File: src/hw/rtl/pdrt_pkg.sv
// Package for the programmable delay relay timer.
// Holds the mode codes, event kinds, reset constants and the result record.
// No dependencies; every other file of the block imports it.
package pdrt_pkg;

    // Default width of the tick counter.
    localparam int COUNT_BITS_DEFAULT = 8;

    // Width of the stored settings.
    localparam int SET_W = 8;

    // Reset values of the settings.
    localparam logic [SET_W-1:0] HOLD_RESET  = 8'd9;
    localparam logic [SET_W-1:0] DELAY_RESET = 8'd91;
    localparam logic [SET_W-1:0] LATCH_RESET = 8'd11;

    // Event kinds carried in the operation field.
    localparam logic OP_TICK = 1'b0;
    localparam logic OP_EDGE = 1'b1;

    // Operating modes as reported in mode_code.
    typedef enum logic [2:0] {
        MODE_IDLE   = 3'd0,
        MODE_ARMED  = 3'd1,
        MODE_CLOSED = 3'd2,
        MODE_PWAIT  = 3'd3,
        MODE_PDELAY = 3'd4,
        MODE_PLATCH = 3'd5
    } mode_t;

    // One result item, as produced for every accepted event.
    typedef struct packed {
        logic             settings_changed;
        logic             trigger_polarity;
        logic [SET_W-1:0] latch_ticks;
        logic [SET_W-1:0] delay_ticks;
        logic             led_long;
        logic [1:0]       led_blinks;
        logic [2:0]       mode_code;
        logic             relay_on;
    } result_t;

    // Width of the result bits before padding to whole bytes.
    localparam int RESULT_W = $bits(result_t);
    localparam int OUT_DATA_W = ((RESULT_W + 7) / 8) * 8;

endpackage

File: src/hw/rtl/pdrt_core.sv
// State and event logic of the delay relay timer.
// Holds the mode, tick counter, settings and relay, and forms one result per event.
// Depends on pdrt_pkg.
module pdrt_core #(
    parameter int COUNT_BITS = pdrt_pkg::COUNT_BITS_DEFAULT
) (
    input  logic                         clk,
    input  logic                         rst_n,
    input  logic                         cfg_valid,
    input  logic [pdrt_pkg::SET_W-1:0]   cfg_data,
    input  logic                         accept,
    input  logic                         operation,
    input  logic                         switch_pressed,
    input  logic                         trigger_level,
    output pdrt_pkg::result_t            result
);
    import pdrt_pkg::*;

    // Compares run at the wider of the counter and the setting width.
    localparam int CMP_W = (COUNT_BITS > SET_W) ? COUNT_BITS : SET_W;

    logic [SET_W-1:0]      hold_reg;
    mode_t                 mode_reg,  mode_next;
    logic [COUNT_BITS-1:0] tick_reg,  tick_next;
    logic [SET_W-1:0]      delay_reg, delay_next;
    logic [SET_W-1:0]      latch_reg, latch_next;
    logic                  pol_reg,   pol_next;
    logic                  relay_reg, relay_next;
    logic                  changed;

    logic [COUNT_BITS-1:0] tick_inc;
    logic [CMP_W-1:0]      tick_ext;
    logic [SET_W-1:0]      tick_low;
    logic                  prog;
    logic [1:0]            phase;

    // Incremented counter, widened for compares and cut down for storage.
    assign tick_inc = tick_reg + COUNT_BITS'(1);
    assign tick_ext = CMP_W'(tick_inc);
    assign tick_low = tick_ext[SET_W-1:0];

    // Next state for one event.
    always_comb
    begin
        mode_next  = mode_reg;
        tick_next  = tick_reg;
        delay_next = delay_reg;
        latch_next = latch_reg;
        pol_next   = pol_reg;
        relay_next = relay_reg;
        changed    = 1'b0;
        if (operation == OP_EDGE)
        begin
            if (mode_reg == MODE_PWAIT)
            begin
                pol_next  = trigger_level;
                changed   = 1'b1;
                mode_next = MODE_PDELAY;
                tick_next = '0;
            end
            else if (mode_reg == MODE_IDLE && trigger_level == pol_reg)
            begin
                mode_next = MODE_ARMED;
                tick_next = '0;
            end
        end
        else
        begin
            tick_next = tick_inc;
            case (mode_reg)
                MODE_IDLE:
                begin
                    if (!switch_pressed)
                    begin
                        tick_next = '0;
                    end
                    else if (tick_ext == CMP_W'(hold_reg))
                    begin
                        mode_next = MODE_PWAIT;
                    end
                end
                MODE_ARMED:
                begin
                    if (tick_ext == CMP_W'(delay_reg))
                    begin
                        mode_next  = MODE_CLOSED;
                        relay_next = 1'b1;
                        tick_next  = '0;
                    end
                end
                MODE_CLOSED:
                begin
                    if (tick_ext == CMP_W'(latch_reg))
                    begin
                        mode_next  = MODE_IDLE;
                        relay_next = 1'b0;
                        tick_next  = '0;
                    end
                end
                MODE_PWAIT:
                begin
                    mode_next = MODE_PWAIT;
                end
                MODE_PDELAY:
                begin
                    if (switch_pressed)
                    begin
                        mode_next  = MODE_PLATCH;
                        delay_next = tick_low;
                        changed    = 1'b1;
                        relay_next = 1'b1;
                        tick_next  = '0;
                    end
                end
                MODE_PLATCH:
                begin
                    if (!switch_pressed)
                    begin
                        mode_next  = MODE_IDLE;
                        latch_next = tick_low;
                        changed    = 1'b1;
                        relay_next = 1'b0;
                        tick_next  = '0;
                    end
                end
                default:
                begin
                    mode_next = MODE_IDLE;
                end
            endcase
        end
    end

    // State registers advance only on an accepted transaction.
    always_ff @(posedge clk or negedge rst_n)
    begin
        if (!rst_n)
        begin
            mode_reg  <= MODE_IDLE;
            tick_reg  <= '0;
            delay_reg <= DELAY_RESET;
            latch_reg <= LATCH_RESET;
            pol_reg   <= 1'b0;
            relay_reg <= 1'b0;
        end
        else if (accept)
        begin
            mode_reg  <= mode_next;
            tick_reg  <= tick_next;
            delay_reg <= delay_next;
            latch_reg <= latch_next;
            pol_reg   <= pol_next;
            relay_reg <= relay_next;
        end
    end

    // Hold-time register written from the configuration channel.
    always_ff @(posedge clk or negedge rst_n)
    begin
        if (!rst_n)
        begin
            hold_reg <= HOLD_RESET;
        end
        else if (cfg_valid)
        begin
            hold_reg <= cfg_data;
        end
    end

    // LED pattern: phase within the normal or programming group.
    always_comb
    begin
        prog  = 1'b0;
        phase = 2'd0;
        case (mode_next)
            MODE_IDLE:   phase = 2'd0;
            MODE_ARMED:  phase = 2'd1;
            MODE_CLOSED: phase = 2'd2;
            MODE_PWAIT:
            begin
                prog  = 1'b1;
                phase = 2'd0;
            end
            MODE_PDELAY:
            begin
                prog  = 1'b1;
                phase = 2'd1;
            end
            MODE_PLATCH:
            begin
                prog  = 1'b1;
                phase = 2'd2;
            end
            default:     phase = 2'd0;
        endcase
    end

    // Result record for the event being accepted.
    always_comb
    begin
        result.relay_on         = relay_next;
        result.mode_code        = mode_next;
        result.led_blinks       = phase + 2'd1;
        result.led_long         = prog;
        result.delay_ticks      = delay_next;
        result.latch_ticks      = latch_next;
        result.trigger_polarity = pol_next;
        result.settings_changed = changed;
    end

endmodule

File: src/hw/rtl/pdrt_out_buf.sv
// Two-entry output buffer of the delay relay timer.
// Decouples the result register from a stalled receiver; depends on pdrt_pkg.
module pdrt_out_buf (
    input  logic              clk,
    input  logic              rst_n,
    input  logic              in_valid,
    output logic              in_ready,
    input  pdrt_pkg::result_t in_data,
    output logic              out_valid,
    input  logic              out_ready,
    output pdrt_pkg::result_t out_data
);
    import pdrt_pkg::*;

    result_t    mem_reg [2];
    logic [1:0] count_reg, count_next;
    logic       wr_ptr_reg;
    logic       rd_ptr_reg;
    logic       push;
    logic       pop;

    assign in_ready  = (count_reg != 2'd2);
    assign out_valid = (count_reg != 2'd0);
    assign push      = in_valid && in_ready;
    assign pop       = out_valid && out_ready;
    assign out_data  = mem_reg[rd_ptr_reg];

    // Occupancy after this cycle's push and pop.
    always_comb
    begin
        count_next = count_reg;
        if (push && !pop)
        begin
            count_next = count_reg + 2'd1;
        end
        else if (pop && !push)
        begin
            count_next = count_reg - 2'd1;
        end
    end

    // Pointers and occupancy.
    always_ff @(posedge clk or negedge rst_n)
    begin
        if (!rst_n)
        begin
            count_reg  <= 2'd0;
            wr_ptr_reg <= 1'b0;
            rd_ptr_reg <= 1'b0;
        end
        else
        begin
            count_reg <= count_next;
            if (push)
            begin
                wr_ptr_reg <= !wr_ptr_reg;
            end
            if (pop)
            begin
                rd_ptr_reg <= !rd_ptr_reg;
            end
        end
    end

    // Result storage.
    always_ff @(posedge clk)
    begin
        if (push)
        begin
            mem_reg[wr_ptr_reg] <= in_data;
        end
    end

endmodule

File: src/hw/rtl/programmable_delay_relay_timer_top.sv
// Top level of the programmable delay relay timer.
// Instantiates pdrt_core and pdrt_out_buf; depends on pdrt_pkg.
//
// Usage:
//   The slave channel carries one event per transaction: s_tuser is the
//   event kind (0 timer tick, 1 trigger edge), s_tdata holds the switch
//   level and the trigger level. Every accepted event yields exactly one
//   result transaction on the master channel with the relay drive, mode,
//   LED pattern and the current settings.
//   The configuration channel writes the switch hold time for entering
//   programming mode; cfg_ready is always high.
// Throughput:
//   Results are registered in the output buffer. One event is accepted
//   every cycle while s_tready is high; the event logic updates the state
//   in the accepting cycle, so successive events do not wait on each other.
// Stalls:
//   Results go through a two-entry buffer. While the receiver holds
//   m_tready low, events are still accepted until both entries are full,
//   and then s_tready drops until a result is taken.
// Reset:
//   rst_n clears the buffer, returns to wait mode with the relay open, and
//   restores delay 91, latch 11, falling-edge polarity and hold time 9.
module programmable_delay_relay_timer_top #(
    parameter int COUNT_BITS = pdrt_pkg::COUNT_BITS_DEFAULT
) (
    input  logic                              clk,
    input  logic                              rst_n,
    // Configuration write channel: hold time in ticks.
    input  logic                              cfg_valid,
    output logic                              cfg_ready,
    input  logic [pdrt_pkg::SET_W-1:0]        cfg_data,
    // Event channel.
    input  logic                              s_tvalid,
    output logic                              s_tready,
    // s_tdata: [0] switch_pressed, [1] trigger_level, [7:2] zero.
    input  logic [7:0]                        s_tdata,
    // s_tuser: [0] operation.
    input  logic                              s_tuser,
    // Result channel.
    output logic                              m_tvalid,
    input  logic                              m_tready,
    // m_tdata: [0] relay_on, [3:1] mode_code, [5:4] led_blinks, [6] led_long,
    // [14:7] delay_ticks, [22:15] latch_ticks, [23] trigger_polarity,
    // [24] settings_changed, [31:25] zero.
    output logic [pdrt_pkg::OUT_DATA_W-1:0]  m_tdata
);
    import pdrt_pkg::*;

    logic    accept;
    result_t core_result;
    result_t buf_result;

    assign cfg_ready = 1'b1;
    assign accept    = s_tvalid && s_tready;

    // Event logic and state.
    pdrt_core #(
        .COUNT_BITS (COUNT_BITS)
    ) u_core (
        .clk            (clk),
        .rst_n          (rst_n),
        .cfg_valid      (cfg_valid),
        .cfg_data       (cfg_data),
        .accept         (accept),
        .operation      (s_tuser),
        .switch_pressed (s_tdata[0]),
        .trigger_level  (s_tdata[1]),
        .result         (core_result)
    );

    // Result buffer toward the receiver.
    pdrt_out_buf u_out_buf (
        .clk       (clk),
        .rst_n     (rst_n),
        .in_valid  (s_tvalid),
        .in_ready  (s_tready),
        .in_data   (core_result),
        .out_valid (m_tvalid),
        .out_ready (m_tready),
        .out_data  (buf_result)
    );

    // Pack the result with zero padding to whole bytes.
    assign m_tdata = OUT_DATA_W'(buf_result);

endmodule

File: config.mk
export PLATFORM = sky130hd
export DESIGN_NAME = programmable_delay_relay_timer_top
export DESIGN_NICKNAME = d
export VERILOG_FILES = /design/src/hw/rtl/pdrt_pkg.sv /design/src/hw/rtl/pdrt_core.sv /design/src/hw/rtl/pdrt_out_buf.sv /design/src/hw/rtl/programmable_delay_relay_timer_top.sv
export SDC_FILE = /design/constraint.sdc
export NUM_CORES = 1
export LEC_CHECK = 0
export CAP_MARGIN = 20
export CORE_ASPECT_RATIO = 0.75
export CORE_MARGIN = 8
export CORE_UTILIZATION = 67
export CTS_CLUSTER_DIAMETER = 60
export CTS_CLUSTER_SIZE = 12
export DETAILED_ROUTE_END_ITERATION = 6
export DONT_BUFFER_PORTS = 1
export PLACE_DENSITY = 0.92
export SLEW_MARGIN = 20
export SYNTH_ARGS = -nofsm -noshare
export SYNTH_HDL_FRONTEND = slang
export SYNTH_SLANG_ARGS = --single-unit
File: constraint.sdc
create_clock -name clk -period 6.9 [get_ports clk]
set_clock_uncertainty 0.05 [all_clocks]
set_input_delay 2.07 -clock clk [delete_from_list [all_inputs] [get_ports clk]]
set_output_delay 2.07 -clock clk [all_outputs]
set_load 0.01 [all_outputs]
* Yosys cells after proc, flatten, opt, wreduce, memory -nomap -nowiden
Memories as Yosys holds them, arrays and structs flattened. Index checks and enable logic that the tools add are counted.
Word-level totals: memories 1, output and inout port bits 35, word-level logic and storage cells 91, bits in writable memories 50, bits in registers 41, bits of input ports 22
Memory list:
- u_out_buf.mem_reg | words 2, bits a word 25, rd ports 1, clocked after memory_dff 0, wr ports 1, RTL line pdrt_out_buf.sv:15 | result_t mem_reg [2];
Operators by class: reductions and logical operators 17, muxes and demuxes 43, add/subtract/negate cells 4, eq/ne operators 16
Operator list (count):
- two-way mux 8 bit | 13
- one-hot mux 8 bit (4 select lines) | 1
- two-way mux 3 bit | 9
- equality test 8 bit | 3
- one-hot mux 3 bit (6 select lines) | 1
- two-way mux 1 bit | 14
- equality test 3 x 2 -> 1 bit, second input constant | 4
- equality test 3 bit, second input constant | 4
- adder 8 x 1 -> 8 bit, second input constant | 1
- equality test 3 x 1 -> 1 bit, second input constant | 2
- OR reduction 2 bit | 3
- logical AND 1 bit | 5
- adder 2 x 1 -> 2 bit, second input constant | 2
- logical NOT 1 bit | 4
- two-way mux 2 bit | 2
- one-hot mux 1 bit (4 select lines) | 1
- one-hot mux 2 bit (2 select lines) | 1
- nonzero test 2 bit | 2
- logical NOT 3 bit | 1
- inequality test 3 x 1 -> 1 bit, second input constant | 1
- OR reduction 3 bit | 1
- inequality test 2 bit, second input constant | 1
- one-hot mux 1 bit (2 select lines) | 1
- AND reduction 2 bit | 1
- 2 further kinds | 2

* Depth between registers and ports, before layout
Gate-level depths: netlist of the first run.
word-level depth 10, mapped depth 9, mapped depth without buffers 8

* Cells and area by module
Synthesis of the first run repeated with hierarchy kept, for this count alone.
Unflattened totals: cells, all modules 436, area total of the unflattened synthesis 5109.9 sq um
By module, submodules not included:
- pdrt_core | times used 1, area each 2936.6 sq um, cells each 329, sequential area each 938.4 sq um
- pdrt_out_buf | times used 1, area each 2099.5 sq um, cells each 96, sequential area each 1601.5 sq um
- programmable_delay_relay_timer_top | times used 1, area each 73.8 sq um, cells each 11, sequential area each 0.0 sq um

* Least setup slack after synthesis of the first run
No wires, ideal clock.
path type input to register, start point input s_tdata[0], end point memory u_out_buf.mem_reg[0][6] in the netlist's numbering, data pin, arrival 4126 ps, stages 8, required time 6588 ps, library setup time 262 ps, buffers on the path 1, slack 2462 ps, cell sequence buf_4 -> or4b_4 -> a211o_1 -> or4_4 -> nor3_2 -> a22oi_2 -> o21ai_4 -> mux2_4
RTL lines:
- start, declared | RTL line programmable_delay_relay_timer_top.sv:36 | input logic [7:0] s_tdata,
- end, declared | RTL line pdrt_out_buf.sv:15

==> results of run 1 <==
-- through the flow --
stage                     hold WS [ps]  area (µm²)  instances  power (mW)
final                              450        5130        506        2.08
after global routing               464        5130        506        2.18
after CTS                          438        5130        506        2.08
after detailed placement           426        4900        490        1.67
after global placement             410        4900        490        1.62
after floorplan                    401        4960        418        1.52
-- cell type report --
type	instances	area share [%]
Multi-Input combinational cell	285	42.5
Sequential cell	91	49.6
Clock inverter	6	1.85
Tap cell	101	2.46
Timing Repair Buffer	3	0.439
Inverter	10	0.732
Clock buffer	10	2.49
-- cell families (layout without fill, tap and decap cells) --
family	after synthesis	count (layout)	synth area share, %
other cells	2	8	0.152
fa+ha+maj	2	2	0.507
flops	91	91	51.4
buf+inv	42	29	5.02
compound gates	66	66	8.90
mux	53	53	12.1
xor+xnor	34	34	9.12
simple gates	122	122	12.7
-- power groups by stage --
stage          clock network (mW)  registers, mW  logic [mW]
3_3_place_gp                    0          0.921       0.699
2_1_floorplan                   0          0.855       0.662
5_1_grt                     0.426          0.950       0.805
6_report                    0.404          0.930       0.744
4_1_cts                     0.406          0.927       0.745
3_5_place_dp                    0          0.936       0.736
-- per-layer routing --
| layer | routed length (µm) | part of all wire [%] |
|---|---|---|
| met5 | 0 | 0 |
| met4 | 309 | 3.0 |
| met3 | 878 | 8.4 |
| met2 | 5410 | 52 |
| met1 | 3870 | 37 |
-- Yosys cell counts (5+ instances only) --
library cell / number
mux2_2: 51
edfxtp_1: 50
nand2_1: 45
dfrtp_1: 31
nor2_1: 29
o21ai_0: 20
xnor2_1: 16
a21oi_1: 13
clkbuf_1: 12
buf_4: 10
dfstp_2: 10
inv_1: 8
xor2_1: 8
nor2b_1: 7
nor3_1: 7
nand4_1: 5
nor4_1: 5
o22ai_1: 5
xnor3_1: 5
-- path summary, 6_finish.rpt --
path / to / slack, ps
setup / recovery: u_out_buf.mem_reg[0][6] / 2840
hold / removal: u_core.latch_reg[1] / 450
setup reg to reg: u_out_buf.mem_reg[0][6] / 3170
hold reg to reg: u_core.latch_reg[1] / 450
max in group asynchronous: u_core.latch_reg[0] / 5270
min in group asynchronous: u_out_buf.rd_ptr_reg / 1340
-- worst max-delay path: cells and delay by family --
family / cells / cell delay, ps
and+or+nand+nor: 3 / 1150
muxes: 1 / 330
AOI/OAI and AO/OA: 3 / 580
==> results.md, run 1 <==
- Clk_lat worst skew: 370 ps
- Max_slew headroom: 43.5%
- Total number of H-tree levels: 3
- Final worst slack: 2840 ps
- GR Util met3: 7.41%
- Drt pass-1 iters: 5
- Initial antenna violation count: 0
- Core Area: 0.00723 mm²
- DRT antenna net count: 0
- Min-delay worst type: register to register
- Clk buf depth: 2
- Crit end category: register
- Post-synth ARST share: 45.1%
- Comb power frac: 35.8%
- Final Hold Violating Endpoints: 0
- RSZ-0062 raised after global routing: false
- Post-synth EDFFs: 50
- Overall Global Routing Usage: 20.7%
- Cells after synthesis: 412
- Ranking of synthesized cells by area: edfxtp_1 (30%), dfrtp_1 (16%), mux2_2 (12%)
- TritonCTS clock tree: yes
- Vias: 3,238
- TritonCTS Buffers: 9
- Post-CTS Setup Bufs: 0
- I/O pin count: 57
- Mapped cell area: 0.00494 mm²
- Grt total ovfl: 0
- Final setup violation count: 0
- Avg Inst Size Synth: 12.0 µm²
- Fmax achieved: 246 MHz
- Crit-path cells: or4b_4 > a211o_1 > or4_4 > nor3_2 > a22oi_2 > o21ai_4 > mux2_4
- Outcome: finished clean
- Internal: 1.32 mW
- Syn. warnings: 0
- RR Startpoint: u_core.tick_reg[0]
- Die X: 115 µm
- Met2 Track Usage GR: 35.5%
- Fin crit period: 4060 ps
- Crit-path max cell delay: 510 ps
- Max cap viols: 0
- Synth top area share: 30.4%
- P_sw: 0.755 mW
- Layout cells sized above 1: 25.2%
- Post-DP HPWL: 7.14 mm
- Leak: 1.96 nW
- Arrival time at the worst endpoint: 4130 ps
- Vias in the first global route: 3,357
- Place WS: 2460 ps
- IO buf count: 0
- Largest net degree at the start of global routing: 42
- GPL Wtd Cong: 0.890
- Register area share after synthesis: 51.4%
- Antenna Cells: 0
- Startpoint types: input port
- Row count: 27
- Cells on worst reg2reg path: 8
- Final Util: 70.9%
- Filler Cells Inserted: 473
- Initial DRC count: 266
- Final wirelength: 10.5 mm
- FF/Latch Area: 0.00254 mm²
- First-pass GRT wire length: 16.9 mm
- Setup TNS: 0 ps
- Hold_buf cts: 0
- Yosys cell types: 71
- Worst path slowest cell: or4_4
- Final worst path period share: 58.8%
- Die ar.: 0.0104 mm²
- Gr busiest metal: met2
- Seq pwr share: 44.7%
- Switching Share: 36.4%
- Area growth syn-to-layout: 3.85%
- Remaining DRCs: 0
- Post-CTS sizing: 0
- WL per Instance: 20.7 µm
- Clock power share: 19.5%
- Most frequent cells in the layout: mux2_2 (51), edfxtp_1 (50), nand2_1 (45)
- Clock Sinks: 91
- Setup CP Type: input port to register
- Worst-Margin Slew: 842 ps
- Hold_sp: u_core.latch_reg[1]
- Die Span Y: 90.3 µm
- Starting Density: 68.3%
- CP Launch Point: s_tdata[0]
- PD cells: 405 mW/mm²
- Commonest non-fill, non-tap cell in the layout: mux2_2
- Cell count of the worst hold path: 2
- Via/cell ratio: 6.40
- Top FF cell, synth: edfxtp_1
- Seq cells post-synth: 91
- Peak fanout along the critical path: 9
- Max FFs per register: 50
- Critical path data required time: 6970 ps
- Clock-pin slew on the worst setup and hold paths: 90 ps
- Fin nets: 424
- Worst IR Drop VDD: 0.000292 V
- Pins Over Slew Limit: 0
- Area occupied by multi-input gates: 0.00218 mm²
- Leading area contributor after synthesis: edfxtp_1
- Met1 usage: 23.1%
- Root buffer cell: clkbuf_8
Note: power is estimated with default switching activity, not from simulation.
==> run 2, diff against run 1 <==
ABC_AREA = 1   (was default)
CORE_UTILIZATION = 63   (was 67)
PLACE_DENSITY = 0.88   (was 0.92)
clock period = 3.75 ns   (was 6.9 ns; I/O delays follow)
==> results.md, run 2 <==
- Antenna Cells: 0
- Post-synth EDFFs: 50
- Seq cells post-synth: 91
- Final wirelength: 9.79 mm
- Gr busiest metal: met2
- Crit-path max cell delay: 660 ps
- Worst path slowest cell: clkinv_1
- Dpl cell area: 0.00466 mm²
- Switching Share: 40.7%
- Vias in the first global route: 3,298
- DRT antenna net count: 0
- IO buf count: 0
- Leading area contributor after synthesis: edfxtp_1
- Initial DRC count: 321
- Seq pwr share: 44.5%
- Vias: 3,617
- GR Util met3: 4.94%
- CP Launch Point: u_out_buf.rd_ptr_reg
- Largest net degree at the start of global routing: 42
- Total number of H-tree levels: 3
- Register area share after synthesis: 55.5%
- GPL Wtd Cong: 0.947
- Critical path data required time: 2570 ps
- Setup CP Type: register to output port
- Clk buf depth: 2
- P_sw: 1.50 mW
- Post-DP HPWL: 7.08 mm
- Most frequent cell after synthesis: nand2_1
- Remaining DRCs: 0
- Max FFs per register: 50
- Max cap viols: 0
- Via/cell ratio: 5.45
- Met2 Track Usage GR: 28.8%
- Startpoint types: register
- Cells after synthesis: 556
- Starting Density: 63.6%
- Design Area, Final: 0.00487 mm²
- Mapped cell area: 0.00458 mm²
- Worst-Margin Slew: 744 ps
- Post-CTS Setup Bufs: 0
- WP depth: 4
- Area growth syn-to-layout: 6.26%
- Commonest cells in the synthesized netlist: nand2_1 (212), inv_1 (59), edfxtp_1 (50)
- Setup TNS: 0 ps
- Core Area: 0.00720 mm²
- Internal: 2.18 mW
- Layout cells sized above 1: 8.53%
- Overall Global Routing Usage: 19.5%
- Clock Sinks: 91
- Fin nets: 582
- Comb power frac: 37.0%
- Cells on worst reg2reg path: 16
- Outcome: finished clean
- Row count: 27
- Final hold slack: 401 ps
- Clk_lat worst skew: 360 ps
- Most frequent cells in the layout: nand2_1 (212), inv_1 (59), edfxtp_1 (50)
- Max_slew headroom: 50.1%
- Pins Over Slew Limit: 0
- Most frequent CP cell: nand2_1
- Synth top area share: 32.8%
- Worst IR Drop VDD: 0.000317 V
- CP Capture Point: m_tdata[24]
- Die X: 114 µm
- Clock-pin slew on the worst setup and hold paths: 90 ps
- Post-CTS sizing: 0
- First-pass GRT wire length: 15.8 mm
- RR Startpoint: u_core.tick_reg[0]
- Fmax achieved: 314 MHz
- Post-synth ARST share: 45.1%
- Crit end category: output port
- Fin crit period: 3190 ps
- I/O pin count: 57
- Top FF cell, synth: edfxtp_1
- TritonCTS Buffers: 9
- Drt pass-1 iters: 6
- Commonest non-fill, non-tap cell in the layout: nand2_1
- Ranking of synthesized cells by area: edfxtp_1 (33%), nand2_1 (17%), dfrtp_1 (17%)
- Leak: 2.14 nW
- Reg-to-Reg End: u_out_buf.mem_reg[0][4]
- Peak fanout along the critical path: 26
- Kind of cell adding the most delay to the critical path: buffers and inverters
- PD cells: 756 mW/mm²
- Min-delay worst type: input port to asynchronous set/reset pin
- Met1 usage: 26.9%
- Final worst path period share: 85.0%
- Initial antenna violation count: 0
- WL per Instance: 14.7 µm
- Die Span Y: 89.8 µm
- Grt total ovfl: 0
- Buf/Inv on CP: 2
- R2R setup slack: 1010 ps
- Syn. warnings: 0
- Root buffer cell: clkbuf_8
- RSZ-0062 raised after global routing: false
- Yosys cell types: 30
- TritonCTS clock tree: yes
- Clock power share: 18.5%
- Hold_buf cts: 0
- Final setup violation count: 0
- Avg Inst Size Synth: 8.24 µm²
- Final Hold Violating Endpoints: 0
- Arrival time at the worst endpoint: 2010 ps
- Die ar.: 0.0103 mm²
- Crit-path cells: buf_4 > clkinv_1 > nand2_1 > nand2_1
- Filler Cells Inserted: 582
==> run 2: cell count changes after synthesis, sizes merged, moves of 8 or more <==
cell   delta
xnor2    -15
o21ai    +31
mux2     -50
nor2      +8
nand3    +36
nand2   +174
inv      +52
==> run 2: power groups by stage <==
stage | clock (mW) | combinational (mW) | sequential, mW
after detailed placement | 0 | 1.35 | 1.65
after floorplan | 0 | 1.05 | 1.61
after CTS | 0.695 | 1.35 | 1.63
final | 0.681 | 1.36 | 1.64
after global routing | 0.729 | 1.55 | 1.67
after global placement | 0 | 1.28 | 1.63
==> run 2: area by class of cell <==
class | instances | area (µm²) | area share (%)
Sequential cell | 91 | 2540 | 52.2
Clock inverter | 6 | 73.8 | 1.52
Multi-Input combinational cell | 388 | 1720 | 35.4
Timing Repair Buffer | 6 | 45.0 | 0.926
Clock buffer | 10 | 128 | 2.62
Tap cell | 101 | 126 | 2.60
Inverter | 62 | 233 | 4.78
==> run 2: kinds of logic after synthesis <==
kind of cell	count (synthesis)	synth area share (%)
other cells	2	0.164
fa+ha+maj	2	0.546
compound gates	67	7.62
simple gates	303	27.0
buf+inv	83	7.57
xor+xnor	6	1.15
mux	2	0.492
flops	91	55.5
==> run 2: per-stage QoR <==
| step | total power, mW | worst slack [ps] | util (%) | cells |
|---|---|---|---|---|
| after floorplan | 2.65 | 930 | - | 562 |
| after global placement | 2.91 | 1020 | 64.8 | 648 |
| after detailed placement | 3.00 | 935 | 64.8 | 648 |
| after CTS | 3.68 | 534 | 67.6 | 664 |
| after global routing | 3.94 | 293 | 67.6 | 664 |
| final | 3.68 | 562 | 67.6 | 664 |
==> run 2: per-layer routing <==
metal / vias up / share of wire (%)
li1: 1773 / -
met1: 1660 / 46
met2: 158 / 44
met3: 26 / 8.1
met4: 0 / 2.3
met5: - / 0
==> run 2: how the worst min path moves through the flow <==
stage,from,to,depth (start not counted)
after floorplan,u_out_buf.count_reg[0],u_out_buf.count_reg[0],1
after global placement,u_out_buf.count_reg[0],u_out_buf.count_reg[0],1
after detailed placement,u_out_buf.count_reg[0],u_out_buf.count_reg[0],1
after CTS,rst_n,u_core.delay_reg[2],0
after global routing,rst_n,u_core.latch_reg[2],0
final,rst_n,u_core.relay_reg,0
